## config.mk

```make
export PLATFORM = sky130hd
export DESIGN_NAME = sha256_message_hasher_core
export DESIGN_NICKNAME = d
export VERILOG_FILES = /design/src/sha_pkg.sv /design/src/sha256_message_hasher_core.sv /design/src/sha_front.sv /design/src/sha_back.sv
export VERILOG_INCLUDE_DIRS = /design/src /design/src/src
export SDC_FILE = /design/constraint.sdc
export NUM_CORES = 2
export LEC_CHECK = 0
export BUFFER_PORTS_ARGS = -buffer_cell sky130_fd_sc_hd__buf_2
export CAP_MARGIN = 0
export CORE_MARGIN = 10
export CORE_UTILIZATION = 40
export CTS_CLUSTER_SIZE = 8
export DETAILED_ROUTE_END_ITERATION = 10
export HOLD_SLACK_MARGIN = 0.06
export MAX_ROUTING_LAYER = met4
export SETUP_SLACK_MARGIN = 0.5
export SKIP_LAST_GASP = 1
export SLEW_MARGIN = 10
export SYNTH_ARGS = -nofsm -noshare
export SYNTH_HDL_FRONTEND = slang
export SYNTH_HIERARCHICAL = 1
export SYNTH_SLANG_ARGS = --single-unit
```

## constraint.sdc

```tcl
create_clock -name clk_i -period 20.8 [get_ports clk_i]
set_input_delay 1.04 -clock clk_i [delete_from_list [all_inputs] [get_ports clk_i]]
set_output_delay 1.04 -clock clk_i [all_outputs]
set_load 0.01 [all_outputs]
```

## src/sha256_message_hasher_core_macros.svh

```systemverilog
// ----------------------------------------------------------------------------
// SHA-256 hasher assertion macros
// Shared concurrent assertion shorthands for the hasher modules.
// ----------------------------------------------------------------------------
`ifndef SHA256_MESSAGE_HASHER_CORE_MACROS_SVH
`define SHA256_MESSAGE_HASHER_CORE_MACROS_SVH

// Implication checked on every clock edge outside reset
`define SHA_ASSERT_IMP(lbl, clk, rst_n, ante, cons, msg) \
  lbl: assert property (@(posedge clk) disable iff (!rst_n) (ante) |-> (cons)) \
    else $error(msg);

// Next-cycle implication outside reset
`define SHA_ASSERT_NXT(lbl, clk, rst_n, ante, cons, msg) \
  lbl: assert property (@(posedge clk) disable iff (!rst_n) (ante) |=> (cons)) \
    else $error(msg);

`endif

```

## src/sha_pkg.sv

```systemverilog
// ----------------------------------------------------------------------------
// SHA-256 hasher package
// Constants, round table and round functions shared by the hasher modules.
// ----------------------------------------------------------------------------
package sha_pkg;

  localparam int unsigned QueueDepth = 4;

  // Front-to-back command: one byte slot with control flags
  typedef struct packed {
    logic [7:0] data;
    logic       has_byte;
    logic       last;
  } cmd_t;

  localparam logic [31:0] IV [8] = '{
    32'h6a09e667, 32'hbb67ae85, 32'h3c6ef372, 32'ha54ff53a,
    32'h510e527f, 32'h9b05688c, 32'h1f83d9ab, 32'h5be0cd19
  };

  localparam logic [31:0] RoundK [64] = '{
    32'h428a2f98, 32'h71374491, 32'hb5c0fbcf, 32'he9b5dba5, 32'h3956c25b, 32'h59f111f1,
    32'h923f82a4, 32'hab1c5ed5, 32'hd807aa98, 32'h12835b01, 32'h243185be, 32'h550c7dc3,
    32'h72be5d74, 32'h80deb1fe, 32'h9bdc06a7, 32'hc19bf174, 32'he49b69c1, 32'hefbe4786,
    32'h0fc19dc6, 32'h240ca1cc, 32'h2de92c6f, 32'h4a7484aa, 32'h5cb0a9dc, 32'h76f988da,
    32'h983e5152, 32'ha831c66d, 32'hb00327c8, 32'hbf597fc7, 32'hc6e00bf3, 32'hd5a79147,
    32'h06ca6351, 32'h14292967, 32'h27b70a85, 32'h2e1b2138, 32'h4d2c6dfc, 32'h53380d13,
    32'h650a7354, 32'h766a0abb, 32'h81c2c92e, 32'h92722c85, 32'ha2bfe8a1, 32'ha81a664b,
    32'hc24b8b70, 32'hc76c51a3, 32'hd192e819, 32'hd6990624, 32'hf40e3585, 32'h106aa070,
    32'h19a4c116, 32'h1e376c08, 32'h2748774c, 32'h34b0bcb5, 32'h391c0cb3, 32'h4ed8aa4a,
    32'h5b9cca4f, 32'h682e6ff3, 32'h748f82ee, 32'h78a5636f, 32'h84c87814, 32'h8cc70208,
    32'h90befffa, 32'ha4506ceb, 32'hbef9a3f7, 32'hc67178f2
  };

  localparam logic [7:0] PadByte = 8'h80;

  function automatic logic [31:0] rotr(input logic [31:0] x, input int unsigned n);
    rotr = (x >> n) | (x << (32 - n));
  endfunction

  function automatic logic [31:0] ssig0(input logic [31:0] x);
    ssig0 = rotr(x, 7) ^ rotr(x, 18) ^ (x >> 3);
  endfunction

  function automatic logic [31:0] ssig1(input logic [31:0] x);
    ssig1 = rotr(x, 17) ^ rotr(x, 19) ^ (x >> 10);
  endfunction

  function automatic logic [31:0] bsig0(input logic [31:0] x);
    bsig0 = rotr(x, 2) ^ rotr(x, 13) ^ rotr(x, 22);
  endfunction

  function automatic logic [31:0] bsig1(input logic [31:0] x);
    bsig1 = rotr(x, 6) ^ rotr(x, 11) ^ rotr(x, 25);
  endfunction

endpackage

```

## src/sha256_message_hasher_core.sv

```systemverilog
// ----------------------------------------------------------------------------
// SHA-256 message hasher core
// Byte-stream SHA-256 with standard padding and eight-word digest output.
// ----------------------------------------------------------------------------
// Input stream: one transfer per message byte. s_axis_tdata carries msg_byte,
// tuser has_byte and tlast the end marker; an item with has_byte low and
// tlast high ends the message without adding a byte.
// Output stream: eight transfers per message, digest word 0 first; tuser
// carries the word index and tlast marks word 7.
// The back end packs each byte into the block words; the 64th byte of a block
// starts 64 rounds on the single round unit, followed by the hash add.
// After the end marker, padding fills the remaining byte slots in order, then
// one or two compressions run.
// A four-entry queue lets bytes keep arriving while rounds run.
// Reset returns the hash to the initial values and empties the queue.
// A stalled receiver holds the current digest word; the queue fills and
// then input tready falls.
// ----------------------------------------------------------------------------
`include "sha256_message_hasher_core_macros.svh"

module sha256_message_hasher_core #(
  parameter int unsigned QueueDepth = sha_pkg::QueueDepth
) (
  input  logic        clk_i,
  input  logic        rst_ni,
  input  logic        s_axis_tvalid,
  output logic        s_axis_tready,
  input  logic [7:0]  s_axis_tdata,   // msg_byte[7:0]
  input  logic        s_axis_tuser,   // has_byte
  input  logic        s_axis_tlast,   // last
  output logic        m_axis_tvalid,
  input  logic        m_axis_tready,
  output logic [31:0] m_axis_tdata,   // digest_word[31:0]
  output logic [2:0]  m_axis_tuser,   // word_index[2:0]
  output logic        m_axis_tlast    // last_word
);

  sha_pkg::cmd_t in_cmd, q_cmd;
  logic          q_valid, q_ready;

  assign in_cmd.data     = s_axis_tdata;
  assign in_cmd.has_byte = s_axis_tuser;
  assign in_cmd.last     = s_axis_tlast;

  sha_front #(.Depth(QueueDepth)) u_front (
    .clk_i, .rst_ni,
    .in_valid_i(s_axis_tvalid), .in_ready_o(s_axis_tready), .in_cmd_i(in_cmd),
    .cmd_valid_o(q_valid), .cmd_ready_i(q_ready), .cmd_o(q_cmd)
  );

  sha_back u_back (
    .clk_i, .rst_ni,
    .cmd_valid_i(q_valid), .cmd_ready_o(q_ready), .cmd_i(q_cmd),
    .out_valid_o(m_axis_tvalid), .out_ready_i(m_axis_tready),
    .digest_word_o(m_axis_tdata), .word_index_o(m_axis_tuser),
    .last_word_o(m_axis_tlast)
  );

  `SHA_ASSERT_IMP(a_last_idx, clk_i, rst_ni, m_axis_tvalid && m_axis_tlast,
    m_axis_tuser == 3'd7, "tlast on wrong digest word")
  `SHA_ASSERT_IMP(a_last_only7, clk_i, rst_ni, m_axis_tvalid && m_axis_tuser == 3'd7,
    m_axis_tlast, "word 7 without tlast")

endmodule

```

## src/sha_front.sv

```systemverilog
// ----------------------------------------------------------------------------
// SHA-256 hasher front end
// Accepts input transfers, drops empty non-final items, queues commands.
// ----------------------------------------------------------------------------
module sha_front #(
  parameter int unsigned Depth = sha_pkg::QueueDepth
) (
  input  logic           clk_i,
  input  logic           rst_ni,
  input  logic           in_valid_i,
  output logic           in_ready_o,
  input  sha_pkg::cmd_t  in_cmd_i,
  output logic           cmd_valid_o,
  input  logic           cmd_ready_i,
  output sha_pkg::cmd_t  cmd_o
);

  localparam int unsigned AW = (Depth > 1) ? $clog2(Depth) : 1;

  sha_pkg::cmd_t      mem_q [Depth];
  logic [AW-1:0]      wr_q, wr_d, rd_q, rd_d;
  logic [AW:0]        cnt_q, cnt_d;
  logic               push, pop, keep;

  // Items with neither byte nor end marker carry no work
  assign keep       = in_cmd_i.has_byte | in_cmd_i.last;
  assign in_ready_o = (cnt_q != Depth[AW:0]);
  assign push       = in_valid_i & in_ready_o & keep;
  assign pop        = cmd_valid_o & cmd_ready_i;
  assign cmd_valid_o = (cnt_q != '0);
  assign cmd_o      = mem_q[rd_q];

  // Advance pointers with wrap at depth
  always_comb begin
    wr_d  = wr_q;
    rd_d  = rd_q;
    cnt_d = cnt_q;
    if (push) begin
      wr_d = (wr_q == AW'(Depth - 1)) ? '0 : wr_q + 1'b1;
    end
    if (pop) begin
      rd_d = (rd_q == AW'(Depth - 1)) ? '0 : rd_q + 1'b1;
    end
    cnt_d = cnt_q + {{AW{1'b0}}, push} - {{AW{1'b0}}, pop};
  end

  always_ff @(posedge clk_i or negedge rst_ni) begin
    if (!rst_ni) begin
      wr_q  <= '0;
      rd_q  <= '0;
      cnt_q <= '0;
    end else begin
      wr_q  <= wr_d;
      rd_q  <= rd_d;
      cnt_q <= cnt_d;
    end
  end

  // Store queue payload
  always_ff @(posedge clk_i) begin
    if (push) begin
      mem_q[wr_q] <= in_cmd_i;
    end
  end

endmodule

```

## src/sha_back.sv

```systemverilog
// ----------------------------------------------------------------------------
// SHA-256 hasher back end
// Packs bytes, pads, runs one compression round per cycle, emits digest.
// ----------------------------------------------------------------------------
`include "sha256_message_hasher_core_macros.svh"

module sha_back (
  input  logic           clk_i,
  input  logic           rst_ni,
  input  logic           cmd_valid_i,
  output logic           cmd_ready_o,
  input  sha_pkg::cmd_t  cmd_i,
  output logic           out_valid_o,
  input  logic           out_ready_i,
  output logic [31:0]    digest_word_o,
  output logic [2:0]     word_index_o,
  output logic           last_word_o
);

  typedef enum logic [2:0] {
    ST_IDLE, ST_PAD, ST_COMP, ST_ADD, ST_OUT
  } state_e;

  state_e       state_q;
  logic [31:0]  h_q [8];
  logic [31:0]  v_q [8];
  logic [31:0]  w_q [16];
  logic [5:0]   pos_q;
  logic [63:0]  bits_q;
  logic [5:0]   rnd_q;
  logic         pad_q;     // padding in progress
  logic         padlen_q;  // this block carries the length
  logic         pend_last_q;
  logic [2:0]   oidx_q;

  logic [7:0]   byte_in;
  logic         byte_go;
  logic [31:0]  wt, t1, t2, ch, mj, wn;
  logic [31:0]  packed_w;

  assign cmd_ready_o   = (state_q == ST_IDLE);
  assign out_valid_o   = (state_q == ST_OUT);
  assign digest_word_o = h_q[oidx_q];
  assign word_index_o  = oidx_q;
  assign last_word_o   = (oidx_q == 3'd7);

  // Round datapath with rolling schedule window
  assign wt = w_q[0];
  assign ch = (v_q[4] & v_q[5]) ^ (~v_q[4] & v_q[6]);
  assign mj = (v_q[0] & v_q[1]) ^ (v_q[0] & v_q[2]) ^ (v_q[1] & v_q[2]);
  assign t1 = v_q[7] + sha_pkg::bsig1(v_q[4]) + ch + sha_pkg::RoundK[rnd_q] + wt;
  assign t2 = sha_pkg::bsig0(v_q[0]) + mj;
  assign wn = sha_pkg::ssig1(w_q[14]) + w_q[9] + sha_pkg::ssig0(w_q[1]) + w_q[0];

  // Byte to write in this cycle
  always_comb begin
    byte_go = 1'b0;
    byte_in = '0;
    if (state_q == ST_IDLE && cmd_valid_i && cmd_i.has_byte) begin
      byte_go = 1'b1;
      byte_in = cmd_i.data;
    end else if (state_q == ST_PAD) begin
      byte_go = 1'b1;
      byte_in = pad_q ? 8'h00 : sha_pkg::PadByte;
    end
    packed_w = w_q[pos_q[5:2]];
    case (pos_q[1:0])
      2'd0:    packed_w = {byte_in, 24'h0};
      2'd1:    packed_w[23:16] = byte_in;
      2'd2:    packed_w[15:8]  = byte_in;
      default: packed_w[7:0]   = byte_in;
    endcase
  end

  always_ff @(posedge clk_i or negedge rst_ni) begin
    if (!rst_ni) begin
      state_q  <= ST_IDLE;
      pos_q    <= '0;
      bits_q   <= '0;
      rnd_q    <= '0;
      pad_q    <= 1'b0;
      padlen_q <= 1'b0;
      oidx_q   <= '0;
      for (int i = 0; i < 8; i++) begin
        h_q[i] <= sha_pkg::IV[i];
        v_q[i] <= '0;
      end
    end else begin
      case (state_q)
        ST_IDLE: begin
          if (cmd_valid_i) begin
            if (cmd_i.has_byte) begin
              bits_q <= bits_q + 64'd8;
              pos_q  <= pos_q + 6'd1;
            end
            pad_q <= 1'b0;
            if (cmd_i.has_byte && pos_q == 6'd63) begin
              state_q <= ST_COMP;
              for (int i = 0; i < 8; i++) v_q[i] <= h_q[i];
              rnd_q <= '0;
              padlen_q <= 1'b0;
            end else if (cmd_i.last) begin
              state_q <= ST_PAD;
            end
            // A last byte filling the block pads after the compression
            if (cmd_i.last) pad_q <= 1'b0;
          end
        end
        ST_PAD: begin
          pad_q <= 1'b1;
          pos_q <= pos_q + 6'd1;
          if (pos_q == 6'd55) begin
            state_q  <= ST_COMP;
            padlen_q <= 1'b1;
            rnd_q    <= '0;
            pos_q    <= '0;
            for (int i = 0; i < 8; i++) v_q[i] <= h_q[i];
          end else if (pos_q == 6'd63) begin
            state_q  <= ST_COMP;
            padlen_q <= 1'b0;
            rnd_q    <= '0;
            for (int i = 0; i < 8; i++) v_q[i] <= h_q[i];
          end
        end
        ST_COMP: begin
          v_q[7] <= v_q[6]; v_q[6] <= v_q[5]; v_q[5] <= v_q[4];
          v_q[4] <= v_q[3] + t1;
          v_q[3] <= v_q[2]; v_q[2] <= v_q[1]; v_q[1] <= v_q[0];
          v_q[0] <= t1 + t2;
          rnd_q  <= rnd_q + 6'd1;
          if (rnd_q == 6'd63) state_q <= ST_ADD;
        end
        ST_ADD: begin
          for (int i = 0; i < 8; i++) h_q[i] <= h_q[i] + v_q[i];
          if (padlen_q) begin
            state_q <= ST_OUT;
            oidx_q  <= '0;
          end else if (pad_q || pend_last_q) begin
            state_q <= ST_PAD;
          end else begin
            state_q <= ST_IDLE;
          end
        end
        ST_OUT: begin
          if (out_ready_i) begin
            oidx_q <= oidx_q + 3'd1;
            if (oidx_q == 3'd7) begin
              state_q  <= ST_IDLE;
              bits_q   <= '0;
              pos_q    <= '0;
              pad_q    <= 1'b0;
              padlen_q <= 1'b0;
              for (int i = 0; i < 8; i++) h_q[i] <= sha_pkg::IV[i];
            end
          end
        end
        default: state_q <= ST_IDLE;
      endcase
    end
  end

  // Remember an end marker that arrived with the block's final byte
  always_ff @(posedge clk_i or negedge rst_ni) begin
    if (!rst_ni) begin
      pend_last_q <= 1'b0;
    end else if (state_q == ST_IDLE && cmd_valid_i) begin
      pend_last_q <= cmd_i.last & cmd_i.has_byte & (pos_q == 6'd63);
    end else if (state_q == ST_ADD) begin
      pend_last_q <= 1'b0;
    end
  end

  // Block words: byte packing, length insert, schedule roll during rounds
  always_ff @(posedge clk_i) begin
    if (state_q == ST_COMP) begin
      for (int i = 0; i < 15; i++) w_q[i] <= w_q[i+1];
      w_q[15] <= wn;
    end else if (state_q == ST_PAD && pos_q == 6'd55) begin
      w_q[13] <= packed_w;
      w_q[14] <= bits_q[63:32];
      w_q[15] <= bits_q[31:0];
    end else if (byte_go) begin
      w_q[pos_q[5:2]] <= packed_w;
    end
  end

  `SHA_ASSERT_IMP(a_out_only_in_out, clk_i, rst_ni, out_valid_o, !cmd_ready_o,
    "digest shown while accepting commands")
  `SHA_ASSERT_NXT(a_hold_word, clk_i, rst_ni, out_valid_o && !out_ready_i,
    out_valid_o && $stable(word_index_o), "digest word changed under stall")
  `SHA_ASSERT_NXT(a_round_wrap, clk_i, rst_ni, state_q == ST_COMP && rnd_q == 6'd63,
    state_q == ST_ADD, "compression did not end after 64 rounds")

endmodule

```

==> reports/qor.csv <==
metric,value,unit
status,"complete, no violations",
RSZ-0062 raised after global routing,false,
Avg Vias per Cell,6.16,
Finished Layout Cells,11000,
Num Clock Sinks,1153,
CTS tree,built,
ANT nets after route,0,
clock tree buffer depth,3,
Vias,67600,
Core ar.,200000,um2
R2R Path Start,u_back/rnd_q[2],
setup TNS,0,ps
mux contribution to synthesized area,0.0771,
first-pass GRT wire length,455,mm
Post-Synth XOR/XNOR Area,0.0656,
WS Path Type,reg2reg,
area grow syn2layout,9.83,%
reg2reg path depth,33,
library cells used by synthesis,94,
DR DRC count,0,
area of the mapped netlist,80800,um2
routed len/inst,28.4,um
ys async rst share,0.521,
Synth Warn #,6,
GP Congestion,0.986,
Post-Synthesis Cells,8359,
Die H,470,um
Area contributors post-synth,"edfxtp_1 (21%), dfrtp_1 (14%), mux4_2 (6.5%)",
dpl hpwl,227,mm
Layout Nets,8817,
Routed WL,312,mm
Adder-Cell Fraction of Synth Area,0.112,
max-slew violations,0,
Ports,52,
Slew @ Worst Pin,1400,ps
# setup viols final,0,
vias in the first global route,64900,
Synth Area in Simple Gates,0.122,
Synth top area share,0.205,
Crit path largest cell delay,660,ps
Initial Utilization,0.404,
reg-to-reg endpoint,u_back/v_q[255],
fin crit period,10140,ps
"FF+latch count, synth",1153,
Worst Skew,68.4,ps
Resized cells post-CTS,0,
CTS buffer count,164,
max-cap viol count,0,
Worst Hold Class,in2async,
WP data required,21510,ps
largest family of logic cells by synthesized area,compound AO/OA/AOI/OAI gates,
row cnt,164,
die width,470,um
cell type with the largest total area after synthesis,edfxtp_1,
Rel. slew slack,0.0571,
hold slack,344,ps
prevailing post-synth register cell,edfxtp_1,
hold_buf cts,0,
First-pass DRT Iterations,8,
Synth Area in Compound Gates,0.186,
syn_nets,8976,
"Seq/Total Area, Yosys",0.393,
Post-synth top cells,"nor2_1 (1112), a21oi_1 (867), o21ai_0 (626), edfxtp_1 (552), dfrtp_1 (465)",
share of cells above drive strength 1,0.108,
"count leader, synth",nor2_1,
gr ovfl total,0,
Cell Count Post-Placement,10700,
post-CTS setup repair buffer count,0,
Max H-tree Level,4,
critical path peak fanout,56,
CP arrival,10850,ps
f_max,98.6,MHz
Port-buffer cells,51,
Worst setup SP type,flop,
Synth Area per Inst,9.67,um2
Worst path slowest cell,clkinv_1,
Post-synth EDFFs,552,
clk_lat worst skew,830,ps
final hold viol count,0,
GRT Overall Usage,0.280,
initial DRC count,7396,
Worst R2R Setup Slack,10660,ps
Critical Path End Type,flop,
largest net degree at the start of global routing,141,
clk root buf,clkbuf_16,
clock input transition at the sequential cells of the worst setup and hold paths,60,ps
final worst-path cycle share,0.488,
die area,220000,um2
initial antenna violation count,16,
[layer usage]
layer	wire, um	GRT usage	part of all wire	vias to the layer above
li1	-	-	-	29900
met5	0	-	0	-
met3	22700	0.0461	0.073	755
met4	21200	0.154	0.068	0
met2	147000	0.446	0.47	3123
met1	122000	0.340	0.39	33900
[critical path, delay by kind of cell, from the launching register on]
| family | cells | cell delay [ps] |
|---|---|---|
| AO/OA/AOI/OAI | 14 | 4000 |
| XOR/XNOR | 3 | 640 |
| adder cells (fa/ha/maj) | 6 | 2260 |
| buffers and inverters | 6 | 1820 |
| flip-flops | 1 | 340 |
| AND/OR/NAND/NOR | 4 | 910 |
[placed cells by master (no fill, tap or decap), drive strengths merged, types with 65 or more instances in the layout]
master,netlist,final
nor2,1112,1112
a21oi,869,869
o21ai,636,636
edfxtp,552,552
dfrtp,465,465
nand2,451,451
inv,417,420
ha,407,407
xnor2,355,355
clkbuf,416,262
xor2,248,248
mux4,235,235
o22ai,215,215
buf,108,199
fa,196,196
a21o,174,174
nand3,149,149
dfstp,136,136
a211oi,125,125
nor3,118,118
nand2b,85,85
and2,65,65
[sequential cells by signal (all words and copies together) (netlist names)]
signal and flops:
u_back/w_q 512, u_back/h_q 256, u_back/v_q 256, u_back/bits_q 61, u_front/mem_q 40, u_back/pos_q 6, u_back/rnd_q 6, u_back/state_q 3
u_back/word_index_o 3, u_front/cnt_q 3, u_front/rd_q 2, u_front/wr_q 2, u_back/pad_q 1, u_back/padlen_q 1, u_back/pend_last_q 1
[worst max-delay path by stage]
| stage | depth (start not counted) | to | startpoint |
|---|---|---|---|
| 6_report | 33 | u_back/v_q[255] | u_back/rnd_q[2] |
| 5_1_grt | 33 | u_back/v_q[255] | u_back/rnd_q[2] |
| 4_1_cts | 33 | u_back/v_q[255] | u_back/rnd_q[2] |
| 3_5_place_dp | 33 | u_back/v_q[255] | u_back/rnd_q[2] |
| 3_3_place_gp | 34 | u_back/v_q[255] | u_back/rnd_q[2] |
| 2_1_floorplan | 36 | u_back/v_q[255] | u_back/rnd_q[1] |
[cell families after synthesis]
kind of cell,after synthesis
buffers and inverters,942
XOR/XNOR,604
multiplexers,323
AO/OA/AOI/OAI,2495
AND/OR/NAND/NOR,2236
adder cells (fa/ha/maj),606
flip-flops,1153
[metrics by stage]
stage,util,worst slack [ps],area (um2)
global placement,0.419,10870,83800
CTS,0.443,10820,88700
finish,0.443,10660,88800
global route,0.443,10150,88800
floorplan,-,12630,80800
detailed placement,0.419,10840,83800
[final cells by class]
cell class              instances  area (um2)
inverters                     418        1580
diodes                         10        25.0
clock inverters                15         357
multi-input cells            6264       45700
flip-flops and latches       1153       31800
clock buffers                 262        4550
well taps                    2656        3320
repair buffers                199        1410
fillers                     19100      111000
Power is not shown: default switching activity piles up to over one toggle a cycle in this logic, so the estimate is an artifact.
